**config.mk**
```make
export PLATFORM = sky130hd
export DESIGN_NAME = membership_set_table_top
export DESIGN_NICKNAME = d
export VERILOG_FILES = /design/src/hw/rtl/mst_pkg.sv /design/src/hw/rtl/membership_set_table_top.sv
export SDC_FILE = /design/constraint.sdc
export NUM_CORES = 1
export LEC_CHECK = 0
export ABC_AREA = 1
export ABC_CLOCK_PERIOD_IN_PS = 8700
export BUFFER_PORTS_ARGS = -buffer_cell sky130_fd_sc_hd__buf_2
export CAP_MARGIN = 40
export CORE_MARGIN = 2
export CORE_UTILIZATION = 49
export DETAILED_ROUTE_END_ITERATION = 6
export GPL_TIMING_DRIVEN = 0
export PLACE_DENSITY = 0.7
export SYNTH_ARGS = -nofsm -noshare
export SYNTH_HDL_FRONTEND = slang
export SYNTH_SLANG_ARGS = --single-unit
export TNS_END_PERCENT = 10
```
**constraint.sdc**
```tcl
create_clock -name clk -period 8.7 [get_ports clk]
set_input_delay 2.61 -clock clk [delete_from_list [all_inputs] [get_ports clk]]
set_output_delay 2.61 -clock clk [all_outputs]
set_load 0.02 [all_outputs]
```
**src/hw/rtl/mst_pkg.sv**
```systemverilog
package mst_pkg;

	localparam int unsigned SLOT_COUNT_DEF = 16;
	localparam int unsigned VALUE_BITS_DEF = 32;

	localparam int unsigned OP_BITS     = 2;
	localparam int unsigned ITEM_BITS   = 32;
	localparam int unsigned STATUS_BITS = 2;
	localparam int unsigned COUNT_BITS  = 5;

	typedef enum logic [OP_BITS-1:0] {
		OP_INSERT   = 2'd0,
		OP_REMOVE   = 2'd1,
		OP_CONTAINS = 2'd2,
		OP_SPARE    = 2'd3
	} op_t;

	typedef enum logic [STATUS_BITS-1:0] {
		ST_OK      = 2'd0,
		ST_DUP     = 2'd1,
		ST_MISSING = 2'd2,
		ST_FULL    = 2'd3
	} status_t;

	typedef struct packed {
		logic [OP_BITS-1:0]   operation;
		logic [ITEM_BITS-1:0] item_value;
	} req_t;

	typedef struct packed {
		logic [STATUS_BITS-1:0] status;
		logic                   found;
		logic [COUNT_BITS-1:0]  member_count;
		logic                   is_empty;
	} rsp_t;

endpackage

```
**src/hw/rtl/membership_set_table_top.sv**
```systemverilog
// channel | direction | handshake            | payload
// --------+-----------+----------------------+----------------------------------------
// req     | in        | req_valid, req_stall | operation, item_value
// rsp     | out       | rsp_valid, rsp_stall | status, found, member_count, is_empty
//
// One request per cycle while rsp is not stalled: a transfer lands in the input
// register, the slot compare, lowest-free pick and count update run from it and
// write the result register, so each reply passes through both registers before
// it can move on. The table is updated at the edge that writes the result register,
// so a following request always sees the effect of the last one.
// Reset clears the valid bits, the count and both handshake registers at once.
// A stall on rsp holds the result register; a full input register then stalls req.
module membership_set_table_top #(
	parameter int unsigned SLOT_COUNT = mst_pkg::SLOT_COUNT_DEF,
	parameter int unsigned VALUE_BITS = mst_pkg::VALUE_BITS_DEF
) (
	input  logic          clk,
	input  logic          arst_n,
	input  logic          req_valid,
	output logic          req_stall,
	input  mst_pkg::req_t req,
	output logic          rsp_valid,
	input  logic          rsp_stall,
	output mst_pkg::rsp_t rsp
);
	import mst_pkg::*;

	localparam int unsigned CNT_W = $clog2(SLOT_COUNT + 1);

	logic                  req_valid_s1;
	req_t                  req_s1;
	logic                  rsp_valid_q;
	rsp_t                  rsp_q;

	logic [VALUE_BITS-1:0] slot_values_q [SLOT_COUNT];
	logic [SLOT_COUNT-1:0] slot_valid_q;
	logic [CNT_W-1:0]      held_count_q;

	logic                  advance;
	logic                  fire;
	logic                  load_s1;
	logic [VALUE_BITS-1:0] value;
	op_t                   op;
	logic [SLOT_COUNT-1:0] hit_vec;
	logic [SLOT_COUNT-1:0] free_vec;
	logic [SLOT_COUNT-1:0] free_pick;
	logic                  present;
	logic                  full;
	logic                  do_insert;
	logic                  do_remove;
	status_t               status;
	logic [CNT_W-1:0]      count_next;

	// Result register free or being drained this cycle.
	assign advance   = !rsp_valid_q || !rsp_stall;
	assign fire      = req_valid_s1 && advance;
	// Input register empty or handing its request on this cycle.
	assign load_s1   = !req_valid_s1 || advance;
	assign req_stall = !load_s1;

	assign value = VALUE_BITS'(req_s1.item_value);
	assign op    = op_t'(req_s1.operation);

	always_comb begin
		for (int i = 0; i < SLOT_COUNT; i++) begin
			hit_vec[i] = slot_valid_q[i] && (slot_values_q[i] == value);
		end
	end

	assign present   = |hit_vec;
	assign free_vec  = ~slot_valid_q;
	assign full      = ~|free_vec;
	// Isolate the lowest free slot.
	assign free_pick = free_vec & (~free_vec + SLOT_COUNT'(1));

	always_comb begin
		do_insert  = 1'b0;
		do_remove  = 1'b0;
		count_next = held_count_q;
		case (op)
			OP_INSERT: begin
				if (present) begin
					status = ST_DUP;
				end else if (full) begin
					status = ST_FULL;
				end else begin
					status     = ST_OK;
					do_insert  = 1'b1;
					count_next = held_count_q + CNT_W'(1);
				end
			end
			OP_REMOVE: begin
				if (present) begin
					status     = ST_OK;
					do_remove  = 1'b1;
					count_next = held_count_q - CNT_W'(1);
				end else begin
					status = ST_MISSING;
				end
			end
			default: begin
				status = present ? ST_OK : ST_MISSING;
			end
		endcase
	end

	always_ff @(posedge clk or negedge arst_n) begin
		if (!arst_n) begin
			req_valid_s1 <= 1'b0;
		end else if (load_s1) begin
			req_valid_s1 <= req_valid;
		end
	end

	always_ff @(posedge clk) begin
		if (load_s1 && req_valid) begin
			req_s1 <= req;
		end
	end

	always_ff @(posedge clk or negedge arst_n) begin
		if (!arst_n) begin
			slot_valid_q <= '0;
			held_count_q <= '0;
		end else if (fire) begin
			held_count_q <= count_next;
			if (do_insert) begin
				slot_valid_q <= slot_valid_q | free_pick;
			end else if (do_remove) begin
				slot_valid_q <= slot_valid_q & ~hit_vec;
			end
		end
	end

	always_ff @(posedge clk) begin
		for (int i = 0; i < SLOT_COUNT; i++) begin
			if (fire && do_insert && free_pick[i]) begin
				slot_values_q[i] <= value;
			end
		end
	end

	always_ff @(posedge clk or negedge arst_n) begin
		if (!arst_n) begin
			rsp_valid_q <= 1'b0;
		end else if (advance) begin
			rsp_valid_q <= req_valid_s1;
		end
	end

	always_ff @(posedge clk) begin
		if (fire) begin
			rsp_q.status       <= status;
			rsp_q.found        <= present;
			rsp_q.member_count <= COUNT_BITS'(count_next);
			rsp_q.is_empty     <= (count_next == '0);
		end
	end

	assign rsp_valid = rsp_valid_q;
	assign rsp       = rsp_q;

endmodule
```
==> impl_metrics.py, run 1 <==
metrics = {
    "outcome": {
        "status": "complete, no violations",
    },
    "worst_setup_path": {
        "r2r_cells": 20,
        "worstReg2RegStart": "value[27]",
        "cp_slowest_stage_delay_ps": 190,
        "worst-r2r-setup-slack_ps": 4330,
        "arrival_ps": 3070,
        "cp-startpoint": "rsp_stall",
        "cp_common_cell": "buf_2",
        "rr_endpoint": "slot_values_q[1][173]",
        "required_ps": 6090,
        "cp.depth": 4,
        "critPathCapture": "req_stall",
        "critical_path_class": "input port to output pin",
        "critPathSlowestCell": "buf_2",
        "worstPathMaxFanout": 3,
        "start_kind": "input port",
        "cp_cell_sequence": "buf_2 -> nand2_1 -> nor2_1 -> buf_2",
        "cp_top_family": "buffers and inverters",
        "path_buf_inv": 2,
        "end_kind": "output pin",
    },
    "timing": {
        "setup_viol": 0,
        "hold_viol": 0,
        "slew_viol_final": 0,
        "skew_ps": 27.52,
        "rsz0062_at_grt": "false",
        "tns_ps": 0,
        "max_clock_freq_ghz": 0.1760,
        "slew_headroom": 0.3925,
        "fin_crit_sh": 0.6531,
        "tightest_slew_ps": 908.3,
        "fin_crit_ps": 5682,
    },
    "synth": {
        "synth_top_area_cell": "edfxtp_1",
        "yosysWarnings": 0,
        "ys_types": 39,
        "synthTopCellsByArea": "edfxtp_1 63%, xnor2_1 13%, nand2_1 8.5%",
        "ys_ff_latch": 578,
        "syn_avg_cell_area_um2": 12.15,
        "synth_top_area_share": 0.6327,
        "synth_area_um2": 26340,
        "ys_seq_area_frac": 0.6545,
        "syn-num-nets": 2209,
        "syn-instance-count": 2169,
    },
    "global_route": {
        "grt.total_usage": 0.1944,
        "grt_antenna_before_repair": 0,
        "grt_max_degree": 25,
        "grt_pass1_wl_um": 83750,
        "grt_overflow_total": 0,
        "grt_pass1_vias": 15040,
    },
    "clocking": {
        "post_cts_buffers": 0,
        "clkSinkCount": 578,
        "cts_hold_buf": 0,
        "path_clk_slew_ps": 60,
        "h-tree-depth": 2,
        "cts_resized": 0,
        "cts_buffers": 58,
        "cts_buffer_depth": 3,
        "cts-root-buf": "clkbuf_16",
        "clk_latency_ps": 620,
        "cts_tree": "done",
    },
    "finish": {
        "instances_no_fill": 3049,
        "n_antenna_cell": 0,
        "finalInstanceArea_um2": 30020,
        "layout.nets": 2354,
        "area_delta_synth_final_pct": 13.95,
        "fillerInstances": 4246,
        "drive_above_1_share": 0.1275,
    },
    "floorplanning": {
        "die_x_um": 235.9,
        "start_util": 0.4983,
        "dieArea_um2": 55630,
        "row_count": 84,
        "die_y_um": 235.9,
        "coreArea_um2": 52870,
        "io_pins": 49,
    },
    "route": {
        "routed_wl_um": 53720,
        "first_iter_violations": 1085,
        "ant_nets": 0,
        "wl_per_cell_um": 17.62,
        "routed_via_density": 4.952,
        "vias": 15100,
        "dr.pass1.iters": 5,
        "drc": 0,
    },
    "power": {
        "leakagePower_uw": 0.01077,
        "power_density_nw_per_um2": 210.3,
        "vdd_drop_max_uv": 185.3,
        "p_total_uw": 6313,
    },
    "placed_design": {
        "port_buffers": 48,
        "dp.final_hpwl_um": 37990,
        "placedCellCount": 2942,
        "gp_congestion": 0.8645,
        "postPlaceCellArea_um2": 28110,
    },
    "min_path": {
        "hp-class": "register to register",
        "hold_depth": 2,
    },
    "run": {
        "drv_cap": 0,
    },
}
-- metrics by stage --
stage | util | worst slack [ps] | hold slack [ps]
after floorplan | - | 1392 | 444.0
after global placement | 0.5191 | -1391 | 450.4
after detailed placement | 0.5317 | 2883 | 472.7
after CTS | 0.5678 | 3014 | 488.7
after global routing | 0.5678 | 2988 | 507.2
final | 0.5678 | 3018 | 491.6
-- report_power, final --
part | leakage (uW) | switching [uW] | internal [uW]
sequential | 0.00526 | 91.9 | 3140
clock | 0.000944 | 1020 | 1460
combinational | 0.00457 | 361 | 242
-- cell usage after synthesis --
master and n:
o21a_1 6, buf_8 12, nor2_4 2, nand4_1 39, a41oi_1 1, nor2_2 5, a21oi_2 1, xnor2_1 402
or2_0 1, nand3_1 33, edfxtp_1 555, xor2_1 3, o21ai_1 9, a21oi_1 8, nand2_2 13, nor3_1 5
mux2i_1 1, dfrtp_1 23, nand2_4 2, inv_2 9, o21ai_0 14, a21oi_4 1, buf_12 10, or2_1 5
nor3_2 12, nand3_2 3, o31ai_2 1, buf_6 37, inv_1 153, nor4_1 5, buf_4 6, inv_4 2
buf_2 2, a31oi_1 1, a21boi_0 1, nor2_1 183, ha_1 2, nor2_8 2, nand2_1 599
-- logic make-up after synthesis --
family / share of synthesized area
AO/OA/AOI/OAI: 0.009880
adder cells (fa/ha/maj): 0.0009498
XOR/XNOR: 0.1347
buffers and inverters: 0.05590
AND/OR/NAND/NOR: 0.1437
multiplexers: 0.0003800
flip-flops: 0.6545
-- cell usage in the layout, fill, tap and decap left out, types with 2 or more instances in the layout --
cell type,n
xnor2_1,402
o21ai_0,14
clkbuf_1,12
nor2_2,5
nand2_4,2
clkbuf_8,5
inv_4,2
nand2_1,599
clkinv_2,14
nor2_8,2
buf_16,9
nor2_1,179
clkbuf_16,61
buf_12,12
nor3_1,3
dfrtp_1,23
buf_8,20
clkinv_1,8
nand3_2,3
o21a_1,6
nand4_1,39
edfxtp_1,555
nand3_1,33
inv_2,10
nor4_2,2
buf_2,52
bufinv_16,5
ha_1,2
nor2_4,6
buf_4,15
nand2_2,13
or2_1,5
buf_6,44
nor3_4,8
nor3_2,6
o21ai_1,9
inv_1,152
a21oi_1,8
xor2_1,3
nor4_1,3
-- final cells by class --
type / instances / area, um2 / area share
Sequential cell: 578 / 17240 / 0.5744
Multi-Input combinational cell: 1360 / 7731 / 0.2576
Clock buffer: 78 / 1640 / 0.05465
Tap cell: 688 / 860.8 / 0.02868
Buffer: 67 / 852.1 / 0.02839
Timing Repair Buffer: 85 / 804.5 / 0.02680
Inverter: 164 / 620.6 / 0.02067
Clock inverter: 29 / 266.5 / 0.008878
-- worst min-delay path by stage --
| stage | start | to | slack, ps |
|---|---|---|---|
| after floorplan | req_valid_s1 | rsp_valid | 440 |
| after global placement | req_valid_s1 | rsp_valid | 450 |
| after detailed placement | req_valid_s1 | rsp_valid | 470 |
| after CTS | req_valid_s1 | rsp_valid | 490 |
| after global routing | req_valid_s1 | rsp_valid | 510 |
| final | req_valid_s1 | rsp_valid | 490 |
-- per-layer routing --
layer / track usage / vias up / wire [um]
met1: 0.2709 / 7234 / 24310
met4: 0.07528 / 0 / 2015
met3: 0.02809 / 93 / 2449
met5: 0 / - / 0
met2: 0.3099 / 355 / 24950
li1: - / 7417 / -
-- tightest hold or removal path, stage by stage, from the launching register on --
cell	delay (ps)
dfrtp_1	330
inv_1	70
nand2_1	60
-- flip-flops by register name (all words and copies together) (netlist names) --
name           cells
slot_values_q    512
value             32
slot_valid_q      16
rsp                9
held_count_q       5
op                 2
req_valid_s1       1
rsp_valid          1
No activity file was read; power rests on OpenSTA's default activity.
==> run 2, diff against run 1 <==
--- a/config.mk
+++ b/config.mk
@@ -5,15 +5,15 @@
 export SDC_FILE = /design/constraint.sdc
 export NUM_CORES = 1
 export LEC_CHECK = 0
-export ABC_AREA = 1
-export ABC_CLOCK_PERIOD_IN_PS = 8700
+export ABC_AREA = 0
+export ABC_CLOCK_PERIOD_IN_PS = 5000
 export BUFFER_PORTS_ARGS = -buffer_cell sky130_fd_sc_hd__buf_2
 export CAP_MARGIN = 40
 export CORE_MARGIN = 2
 export CORE_UTILIZATION = 49
 export DETAILED_ROUTE_END_ITERATION = 6
 export GPL_TIMING_DRIVEN = 0
-export PLACE_DENSITY = 0.7
+export PLACE_DENSITY = 0.72
 export SYNTH_ARGS = -nofsm -noshare
 export SYNTH_HDL_FRONTEND = slang
 export SYNTH_SLANG_ARGS = --single-unit
==> constraint.sdc (replaced) <==
create_clock -name clk -period 5 [get_ports clk]
set_input_delay 1.5 -clock clk [delete_from_list [all_inputs] [get_ports clk]]
set_output_delay 1.5 -clock clk [all_outputs]
set_load 0.02 [all_outputs]
==> run 2 against run 1 <==
  * Global-route usage grew 5.4 points
  * Utilization rose by 0.89 points
  * Combinational power is 42% higher
  * Sequential cell count unchanged
  * Critical path depth is 11 higher
  * Via count decreased by 12%
  * Design area is 5.8% lower
  * Worst setup slack got worse by 2800 ps
  * Die area down 7.3%
  * Largest power group unchanged
  * Highest routed layer unchanged
==> impl_metrics.py, run 2 <==
metrics = {
    "outcome": {
        "status": "complete, no violations",
    },
    "synth": {
        "synth_top_area_cell": "edfxtp_1",
        "synth_common_cells": "555 x edfxtp_1, 340 x xnor2_1, 178 x xor2_1",
        "ys_types": 50,
        "synth_area_um2": 24390,
        "syn-num-nets": 1538,
        "ys_ff_latch": 578,
        "synth_edf_count": 555,
        "syn-instance-count": 1498,
        "synth_top_area_share": 0.6833,
        "ys_seq_area_frac": 0.7069,
        "syn_avg_cell_area_um2": 16.28,
        "yosysWarnings": 0,
        "synthTopCellsByArea": "edfxtp_1 68%, xnor2_1 12%, xor2_1 6.4%",
        "synth_ff_type": "edfxtp_1",
        "synth_most_common_cell": "edfxtp_1",
        "async_flop_share": 0.03979,
    },
    "timing": {
        "tightest_slew_ps": 926.0,
        "holdWs_ps": 503.3,
        "slew_viol_final": 0,
        "max_clock_freq_ghz": 0.2079,
        "setup_viol": 0,
        "slew_headroom": 0.3770,
        "hold_viol": 0,
        "fin_crit_sh": 0.9622,
        "skew_ps": 18.16,
        "fin_crit_ps": 4811,
    },
    "worst_setup_path": {
        "worstReg2RegStart": "value[3]",
        "start_kind": "register",
        "r2r_cells": 15,
        "cp_slowest_stage_delay_ps": 750,
        "cp_cell_sequence": "buf_8 -> buf_4 -> buf_4 -> xnor2_1 -> nand4_1 -> nor4_1 -> clkdlybuf4s18_2 -> nand3_1 -> nand4bb_1 -> nor4_4 -> nand3_4 -> nor2_4 -> nand4_1 -> nor2_4 -> buf_16",
        "required_ps": 5310,
        "critPathSlowestCell": "edfxtp_1",
        "worstPathMaxFanout": 17,
        "arrival_ps": 5120,
        "worst-r2r-setup-slack_ps": 190,
        "rr_endpoint": "slot_values_q[1][144]",
        "critical_path_class": "register to register",
        "end_kind": "register",
    },
    "floorplanning": {
        "row_count": 81,
        "io_pins": 49,
        "dieArea_um2": 51570,
        "start_util": 0.4972,
        "die_x_um": 227.1,
        "coreArea_um2": 49050,
        "die_y_um": 227.1,
    },
    "route": {
        "routed_via_density": 5.620,
        "vias": 13330,
        "wl_per_cell_um": 26.36,
        "ant_nets": 0,
        "first_iter_violations": 1424,
        "routed_wl_um": 62520,
        "dr.pass1.iters": 5,
        "drc": 0,
    },
    "power": {
        "internal_power_uw": 8170,
        "switching_share": 0.2308,
        "p_switching_uw": 2451,
        "power_density_nw_per_um2": 375.4,
        "pwr-share-seq": 0.526,
        "p_clk_frac": 0.393,
        "pwr-share-comb": 0.080,
        "vdd_drop_max_uv": 331.9,
        "leakagePower_uw": 0.009155,
    },
    "min_path": {
        "hp-class": "register to register",
        "min_to": "held_count_q[4]",
        "hold_depth": 1,
        "hold_start": "held_count_q[4]",
    },
    "placed_design": {
        "port_buffers": 48,
        "gp_congestion": 0.8756,
        "dp.final_hpwl_um": 40790,
    },
    "clocking": {
        "cts_tree": "done",
        "clkSinkCount": 578,
        "path_clk_slew_ps": 60,
        "cts-root-buf": "clkbuf_16",
        "clk_latency_ps": 620,
        "h-tree-depth": 2,
        "cts_buffer_depth": 3,
        "cts_buffers": 57,
    },
    "finish": {
        "area_delta_synth_final_pct": 15.99,
        "final_util": 0.5767,
        "layout_common_cells": "555 x edfxtp_1, 340 x xnor2_1, 178 x xor2_1, 97 x nand4_1, 65 x nor4_1",
        "drive_above_1_share": 0.1657,
        "fillerInstances": 3692,
        "top_register": "slot_values_q",
        "final_common_cell": "edfxtp_1",
        "n_antenna_cell": 0,
        "layout.nets": 1702,
        "largest_register_ffs": 512,
    },
    "global_route": {
        "grt_max_degree": 35,
        "grt_pass1_wl_um": 89530,
        "grt_overflow_total": 0,
        "grt_pass1_vias": 13370,
        "grt_antenna_before_repair": 1,
        "grt.total_usage": 0.2480,
    },
    "run": {
        "drv_cap": 0,
    },
}
==> run 2: routing by layer <==
layer | track usage | vias up | part of all wire
li1 | - | 5830 | -
met1 | 0.3273 | 6769 | 0.39
met2 | 0.4071 | 602 | 0.48
met3 | 0.04659 | 130 | 0.084
met4 | 0.1018 | 0 | 0.041
met5 | 0 | - | 0
==> run 2: worst max-delay path by stage <==
stage / cells past startpoint / end / slack [ps] / from
6_report: 15 / slot_values_q[1][144] / 190 / value[3]
2_1_floorplan: 12 / slot_values_q[1][192] / -410 / value[29]
4_1_cts: 14 / slot_values_q[1][106] / 1 / value[2]
3_3_place_gp: 12 / slot_values_q[1][199] / -2910 / value[4]
3_5_place_dp: 14 / slot_values_q[0][171] / -280 / value[14]
5_1_grt: 15 / slot_values_q[1][130] / -3 / value[3]
==> run 2: cells by family after synthesis <==
group	synth area share
flip-flops	0.7069
multiplexers	0.001693
adder cells (fa/ha/maj)	0.001026
buffers and inverters	0.02621
AO/OA/AOI/OAI	0.006925
XOR/XNOR	0.1860
AND/OR/NAND/NOR	0.07121
==> run 2: worst max-delay path: cells and delay by family (launching register included) <==
kind	cells	cell delay [ps]
and+or+nand+nor	9	2260
buffers and inverters	5	1310
DFF	1	750
xor gates and xnor gates	1	130
==> run 2: stage by stage <==
stage | total power (uW) | TNS (ps) | instance area, um2 | std cells | setup slack (ps)
after detailed placement | 6523 | -17910 | 26370 | 2259 | -277.9
after global placement | 6446 | -964690 | 25470 | 2210 | -2908
after CTS | 10650 | 0 | 28260 | 2370 | 1.050
final | 10620 | 0 | 28290 | 2372 | 189.0
after global routing | 10920 | -9.355 | 28290 | 2372 | -3.122
after floorplan | 6158 | -35960 | 24390 | 1498 | -411.1
==> run 2: cell type report <==
type	count	area [um2]	area share
buffer	64	579.3	0.02048
clock buffer	72	1555	0.05498
clock inverter	33	262.8	0.009288
inverter	20	75.07	0.002654
multi-input combinational	836	6636	0.2346
sequential	578	17240	0.6095
tap	664	830.8	0.02937
timing repair buffer	105	1109	0.03919
==> run 2: repair_timing <==
item                       CTS  global route
setup buffers                6             1
setup endpoints to repair  193           268
pin swaps                    2             1
gates cloned                 0             1
gates resized for setup      8             2
hold buffers                 0             0
==> run 2: power groups by stage <==
stage | combinational (uW) | clock (uW) | sequential [uW]
after floorplan | 506 | 0 | 5650
after global placement | 712 | 0 | 5730
after detailed placement | 836 | 0 | 5690
after CTS | 853 | 4220 | 5580
after global routing | 912 | 4410 | 5600
final | 855 | 4180 | 5590
